--- src/sv/assert_macros.svh ---
// Assertion macros shared by the sampler RTL.
// Depends on nothing; files that check their logic include this header.
`ifndef ASSERT_MACROS_SVH
`define ASSERT_MACROS_SVH

`ifndef SYNTHESIS

// Property that must hold at every clock edge outside reset.
`define ASSERT_HOLDS(lbl, clk, rstn, prop) \
	lbl: assert property (@(posedge clk) disable iff (!rstn) (prop)) \
		else $error("assertion failed");

// Consequent must hold in the same cycle as the antecedent.
`define ASSERT_IMPLIES(lbl, clk, rstn, ante, cons) \
	lbl: assert property (@(posedge clk) disable iff (!rstn) (ante) |-> (cons)) \
		else $error("assertion failed");

// Consequent must hold in the cycle after the antecedent.
`define ASSERT_NEXT(lbl, clk, rstn, ante, cons) \
	lbl: assert property (@(posedge clk) disable iff (!rstn) (ante) |=> (cons)) \
		else $error("assertion failed");

`else

`define ASSERT_HOLDS(lbl, clk, rstn, prop)
`define ASSERT_IMPLIES(lbl, clk, rstn, ante, cons)
`define ASSERT_NEXT(lbl, clk, rstn, ante, cons)

`endif

`endif

--- src/sv/mns_pkg.sv ---
// Shared constants, control word and status types for the note sampler.
// Depends on nothing; used by the sequencer, the datapath and the top level.
`timescale 1ns / 1ps

package mns_pkg;

	localparam int NUM_DEGREES = 7;
	localparam int COUNT_BITS  = 16;

	localparam int NOTE_W   = 3;
	localparam int SEED_W   = 31;
	localparam int APB_DW   = 32;
	localparam int PADDR_W  = 3;

	localparam int DEG_W    = (NUM_DEGREES > 1) ? $clog2(NUM_DEGREES) : 1;
	localparam int CNT_W    = $clog2(NUM_DEGREES + 1);
	localparam int TBL_SIZE = NUM_DEGREES * NUM_DEGREES * NUM_DEGREES;
	localparam int TBL_AW   = $clog2(TBL_SIZE);
	localparam int SUM_W    = COUNT_BITS + $clog2(NUM_DEGREES);

	// Park-Miller multiplier and modulus 2^31-1
	localparam int PM_MULT   = 16807;
	localparam int PM_MULT_W = 15;
	localparam logic [SEED_W-1:0] PM_MOD     = {SEED_W{1'b1}};
	localparam logic [SEED_W-1:0] SEED_RESET = SEED_W'(1223);

	// Shared multiplier: 31 bits by the wider of the row sum and the PM constant
	localparam int MUL_B_W = (SUM_W > PM_MULT_W) ? SUM_W : PM_MULT_W;
	localparam int PROD_W  = SEED_W + MUL_B_W;

	// Scale divisor 2^31-2 = 2*(2^30-1): halve, then fold by 2^30 == 1
	localparam int T_W     = PROD_W - 1;
	localparam int FOLD_SH = 30;

	typedef enum logic [3:0] {
		OP_IDLE,
		OP_CLEAR,
		OP_GEN_INIT,
		OP_RNG_FOLD,
		OP_SCAN_SUM,
		OP_SCALE_MUL,
		OP_DIV_INIT,
		OP_DIV_FOLD,
		OP_DIV_FIX,
		OP_SCAN_PICK,
		OP_EMIT,
		OP_LEARN_RD,
		OP_LEARN_WR
	} dp_op_t;

	typedef enum logic [2:0] {
		SEQ_NEXT,
		SEQ_GOTO,
		SEQ_DISPATCH,
		SEQ_LOOP_CLR,
		SEQ_LOOP_SCAN,
		SEQ_LOOP_FOLD,
		SEQ_WAIT_EMIT
	} seq_op_t;

	typedef logic [3:0] step_t;

	typedef struct packed {
		dp_op_t  op;
		seq_op_t seq;
		step_t   target;
	} ucode_t;

	typedef struct packed {
		logic clr_more;
		logic scan_more;
		logic fold_more;
		logic emit_wait;
		logic start_gen;
		logic start_learn;
	} dp_status_t;

	function automatic logic [TBL_AW-1:0] tbl_addr(
		input logic [DEG_W-1:0] older,
		input logic [DEG_W-1:0] prev,
		input logic [DEG_W-1:0] nxt
	);
		return TBL_AW'((int'(older) * NUM_DEGREES + int'(prev)) * NUM_DEGREES + int'(nxt));
	endfunction

endpackage

--- src/sv/mns_sequencer.sv ---
// Microcode sequencer: step counter, control store and jump logic.
// Depends on mns_pkg; drives the control word of mns_datapath.
`timescale 1ns / 1ps

module mns_sequencer (
	input  logic                clk,
	input  logic                arst_n,
	input  mns_pkg::dp_status_t status,
	output mns_pkg::ucode_t     ctl
);
	import mns_pkg::*;

	localparam step_t S_CLEAR  = step_t'(0);
	localparam step_t S_IDLE   = step_t'(1);
	localparam step_t S_G_INIT = step_t'(2);
	localparam step_t S_G_RNG  = step_t'(3);
	localparam step_t S_G_SUM  = step_t'(4);
	localparam step_t S_G_MUL  = step_t'(5);
	localparam step_t S_G_DIV  = step_t'(6);
	localparam step_t S_G_FOLD = step_t'(7);
	localparam step_t S_G_FIX  = step_t'(8);
	localparam step_t S_G_PICK = step_t'(9);
	localparam step_t S_G_EMIT = step_t'(10);
	localparam step_t S_L_RD   = step_t'(11);
	localparam step_t S_L_WR   = step_t'(12);

	step_t step_q;
	step_t step_d;
	step_t step_inc;

	// control store
	always_comb begin
		unique case (step_q)
			S_CLEAR:  ctl = '{OP_CLEAR,     SEQ_LOOP_CLR,  S_IDLE};
			S_IDLE:   ctl = '{OP_IDLE,      SEQ_DISPATCH,  S_L_RD};
			S_G_INIT: ctl = '{OP_GEN_INIT,  SEQ_NEXT,      S_IDLE};
			S_G_RNG:  ctl = '{OP_RNG_FOLD,  SEQ_NEXT,      S_IDLE};
			S_G_SUM:  ctl = '{OP_SCAN_SUM,  SEQ_LOOP_SCAN, S_IDLE};
			S_G_MUL:  ctl = '{OP_SCALE_MUL, SEQ_NEXT,      S_IDLE};
			S_G_DIV:  ctl = '{OP_DIV_INIT,  SEQ_NEXT,      S_IDLE};
			S_G_FOLD: ctl = '{OP_DIV_FOLD,  SEQ_LOOP_FOLD, S_IDLE};
			S_G_FIX:  ctl = '{OP_DIV_FIX,   SEQ_NEXT,      S_IDLE};
			S_G_PICK: ctl = '{OP_SCAN_PICK, SEQ_LOOP_SCAN, S_IDLE};
			S_G_EMIT: ctl = '{OP_EMIT,      SEQ_WAIT_EMIT, S_IDLE};
			S_L_RD:   ctl = '{OP_LEARN_RD,  SEQ_NEXT,      S_IDLE};
			S_L_WR:   ctl = '{OP_LEARN_WR,  SEQ_GOTO,      S_IDLE};
			default:  ctl = '{OP_IDLE,      SEQ_GOTO,      S_IDLE};
		endcase
	end

	// jump logic
	always_comb begin
		step_inc = step_q + step_t'(1);
		unique case (ctl.seq)
			SEQ_NEXT:      step_d = step_inc;
			SEQ_GOTO:      step_d = ctl.target;
			SEQ_DISPATCH: begin
				priority if (status.start_gen)   step_d = step_inc;
				else if (status.start_learn)     step_d = ctl.target;
				else                             step_d = step_q;
			end
			SEQ_LOOP_CLR:  step_d = status.clr_more  ? step_q : step_inc;
			SEQ_LOOP_SCAN: step_d = status.scan_more ? step_q : step_inc;
			SEQ_LOOP_FOLD: step_d = status.fold_more ? step_q : step_inc;
			SEQ_WAIT_EMIT: step_d = status.emit_wait ? step_q : ctl.target;
			default:       step_d = S_IDLE;
		endcase
	end

	always_ff @(posedge clk or negedge arst_n) begin
		if (!arst_n) begin
			step_q <= S_CLEAR;
		end else begin
			step_q <= step_d;
		end
	end

endmodule

--- config.mk ---
export PLATFORM = sky130hd
export DESIGN_NAME = mns_sequencer
export DESIGN_NICKNAME = d
export VERILOG_FILES = /design/src/sv/assert_macros.svh /design/src/sv/mns_pkg.sv /design/src/sv/mns_sequencer.sv
export SDC_FILE = /design/constraint.sdc
export NUM_CORES = 1
export LEC_CHECK = 0
export BUFFER_PORTS_ARGS = -buffer_cell sky130_fd_sc_hd__buf_4
export CAP_MARGIN = 30
export CORE_MARGIN = 8
export CORE_UTILIZATION = 36
export CTS_BUF_LIST = sky130_fd_sc_hd__clkbuf_4 sky130_fd_sc_hd__clkbuf_8
export DETAILED_ROUTE_END_ITERATION = 8
export PLACE_DENSITY_LB_ADDON = 0.25
export SLEW_MARGIN = 10
export SYNTH_ARGS = -nofsm -noshare
export SYNTH_HDL_FRONTEND = slang
export SYNTH_SLANG_ARGS = --single-unit
--- constraint.sdc ---
create_clock -name clk -period 3.2 [get_ports clk]
set_input_delay 0.48 -clock clk [delete_from_list [all_inputs] [get_ports clk]]
set_output_delay 0.48 -clock clk [all_outputs]
set_load 0.005 [all_outputs]
# Word-level counts from Yosys, hierarchy flattened
# Memory sizes are Yosys's and may differ from the RTL's.
# Index checks and enable logic that the tools add are counted.
[classes] addsub=1 eq_ne=11 muxes=7 n_reduce_logical=2
[op_table] operator="$pmux 4 s7" count=1
[op_table] operator="$mux 4" count=6
[op_table] operator="$eq 3x3->1 const B" count=3
[op_table] operator="$ne 2x2->1 const B" count=4
[op_table] operator="$eq 3x2->1 const B" count=2
[op_table] operator="$reduce_and 5->1" count=1
[op_table] operator="$add 4x1->4 const B" count=1
[op_table] operator="$eq 3x1->1 const B" count=1
[op_table] operator="$logic_not 3->1" count=1
[op_table] operator="$ne 3x3->1 const B" count=1
[word_totals] regBits=4 mem_bits_ro=144 inputBits=8 output_inout_bits=11 wordCells=23 n_memories=1
[memory_table] memory="(name not given)" words=16 word_bits=9 read_ports=1 rd_clocked_by_memory_dff=0 write_ports=0 line="mns_sequencer.sv:33" source="unique case (step_q)"

# Longest topological paths before layout
# An unclocked memory read counts as a cell.
[logic_depth] word_depth=4 mapped_depth=7 mapped_depth_nobuf=7

# Least setup slack after synthesis
# Ideal clock, no wire load.
[synth_timing] kind="reg2reg" startpoint="register step_q[1]" endpoint="register step_q[0]" t_arrival_ns=2.014 t_required_ns=3.075 path_slack_ns=1.061 path_stages_with_launch=8 path_cell_list="dfrtp_1 inv_1 ha_1 and3b_1 o21ai_2 o21ai_2 nor3_1 mux2_2"
[synth_between] elab_chain_len=4 word_cells_on_any_way=15 classes_between="11 x eq/ne; 1 x mux; 2 x reduce/logical; 1 x memory"
[synth_rtl] element="start, declared" line="mns_sequencer.sv:27" source="step_t step_q;"
[synth_rtl] element="start signal, assigned" line="mns_sequencer.sv:74" source="step_q <= step_d;"
[synth_rtl] element="$mem_v2 16x9 *"
[synth_rtl] element="$eq 3x2->1 / $eq 3x3->1 (equally long branches)" line="mns_sequencer.sv:54" source="unique case (ctl.seq)"
[synth_rtl] element="$ne 3x3->1 (no line) / $ne 2x2->1 (equally long branches)"
[synth_rtl] element="$reduce_and 5->1 (no line)"
# Mark *: on every way between the ends. The rest lies on a longest branch, timed or not.
# A chain may end at the register's enable or synchronous reset.

# Worst setup path after layout
# Same ends and word-level chain as after synthesis.

==> metrics <==
Iteration-0 DRC Markers=24; global-route wire length before repair=3110 um; top-area cell type share of the netlist area=14.2%; CTS clk-pin slew, worst paths=0.03 ns; DP Worst Slack=0.749 ns; layout cell share with drive strength beyond 1=27.4%; CP Capture Type=register; Layout Nets=122; area grow syn2layout=18.4%; Slew Limit Fails=0; GR Util met2=16.5%; DRC=0; post-CTS resize count=0; Tot Pwr=894 uW; r2r startpoint=step_q[1]; Std-Cell Rows=16; FMAX=0.404 GHz; global-route usage over all layers=10.9%; number of global-route vias before repair=680; critical path type=reg2reg; final core utilization=43.9%; #FFs+latches synth=4; Tmin final=2.48 ns; Peak VDD IR=0.000523 V; count of flip-flops with a built-in enable after synthesis=0; Synth Warn #=0; Avg Inst Size Synth=7.59 um^2; total CTS buffers=3; Die Height=60.3 um; Antenna Cells=0; asr flop ratio synth=100%; hold buffers post-CTS=0; FF-to-FF End=step_q[0]; post-synthesis sequential area ratio=14.2%; Tcrit/Tclk final=77.4%; DP Area=813 um^2; dpl hpwl=1410 um; Pwr per Cell Area=1070 nW/um^2; Syn Std Cell Area=706 um^2; Synth Flop Type=dfrtp_1; GPL Wtd Cong=0.921; status=complete, no violations; Post-synth top cells=inv_1, nand2_1, a21oi_1, ha_1; R2R Setup Slk=0.72 ns; deepest clock path buffer count=2; Netlist cell types=43; required time worst endpoint=3.31 ns; Final Instance Area=836 um^2; met1 Use GR=14.7%; crit path max fanout=12; post-route antenna net violation count=0; # clock sinks=4; Starting Density=37.1%; Rel. slew slack=56.2%; Final Hold Violating Endpoints=0; Max Cap Viol=0; Worst-Skew Late Latency=0.23 ns; largest net degree at the start of global routing=23; post-synth top area cell=dfrtp_1; root buf cell=clkbuf_4; Overflow after GRT=0; DR pass1 iterations=5; Critical Path AT=2.59 ns; CTS tree=yes; Core Region=1900 um^2; largest reg by FF count=step_q; Post-Route WL=1810 um; I/O Pins=19; syn nets=107; Startpoint Class=register; IO buf count=16; Post-Route Setup TNS=0 ns; fillers=210; Reg2Reg Depth=7; Post-CTS Setup Bufs=0; via count=712; CTS HTree Levels=1; initial antenna violation count=0; reported leakage power=0.397 nW; area of the multi-input gates=529 um^2; Final Skew=0.000280 ns; grt met3 use=1.72%; cells after synthesis=93; Largest register FFs=4; GRT busiest layer=met2; drt wl/cell=13.6 um; biggest regs=step_q: 4 flops; Die ar.=3630 um^2; Die W=60.3 um; class of the worst hold path=in2async; Vias/cell=5.35; area taken by flip-flops and latches=100 um^2; Final WS setup=0.723 ns; Slew @ Worst Pin=0.656 ns; Setup Viol. Count Final=0; unrepaired setup endpoints after global routing=no; Synth area leaders=dfrtp_1, ha_1, a21oi_1
logic make-up after synthesis:
kind of cell,after synthesis,share of synthesized area [%]
adder cells (fa/ha/maj),6,10.6
other,2,1.06
multiplexers,2,3.19
buffers and inverters,14,10.8
AND/OR/NAND/NOR,31,25.7
AO/OA/AOI/OAI,34,34.4
flip-flops,4,14.2
cell type report:
cell class	count	share of cell area [%]
well taps	27	4.04
clock buffers	3	2.69
flip-flops and latches	4	12.0
inverters	8	3.59
multi-input cells	75	63.3
repair buffers	16	14.4
how the worst max path moves through the flow:
stage	slack [ns]	depth (start not counted)	start	end
2_1_floorplan	1.06	7	step_q[1]	step_q[0]
3_3_place_gp	0.82	7	step_q[1]	step_q[0]
3_5_place_dp	0.75	7	step_q[1]	step_q[0]
4_1_cts	0.73	6	step_q[1]	ctl[6]
5_1_grt	0.53	7	step_q[1]	step_q[2]
6_report	0.72	7	step_q[1]	step_q[0]
critical path, stage by stage, from the launching register on:
cell	delay (ns)
dfrtp_1	0.56
inv_1	0.18
ha_1	0.50
and3b_1	0.23
o21ai_2	0.17
o21ai_2	0.10
nor3_1	0.25
mux2_2	0.37
power breakdown:
part           total, mW  internal [mW]  switching [mW]
clock             0.0602         0.0418          0.0184
combinational      0.679          0.324           0.355
sequential         0.154         0.0750          0.0794
total              0.894          0.441           0.453
metal layers:
layer / part of all wire [%] / up-vias
met3: 6.9 / 3
met4: 1.3 / 0
met2: 45 / 25
met1: 47 / 329
li1: - / 355
met5: 0 / -
through the flow:
| step | hold WS [ns] | std cells |
|---|---|---|
| floorplan | 0.184 | 93 |
| global placement | 0.276 | 130 |
| detailed placement | 0.277 | 130 |
| CTS | 0.0290 | 133 |
| global route | 0.0348 | 133 |
| finish | 0.0355 | 133 |
placed cells by master, fill, tap and decap left out, types with 3 or more instances in the layout:
cell,synthesis,final
clkbuf_4,0,3
o21ai_0,5,5
buf_4,4,16
dfrtp_1,4,4
nor2_1,5,5
a21oi_1,6,6
inv_1,7,7
nor2b_1,3,3
ha_1,6,6
nand2_1,7,7
o31ai_1,3,3
o21ai_1,4,4
No activity file was read; power rests on OpenSTA's default activity.
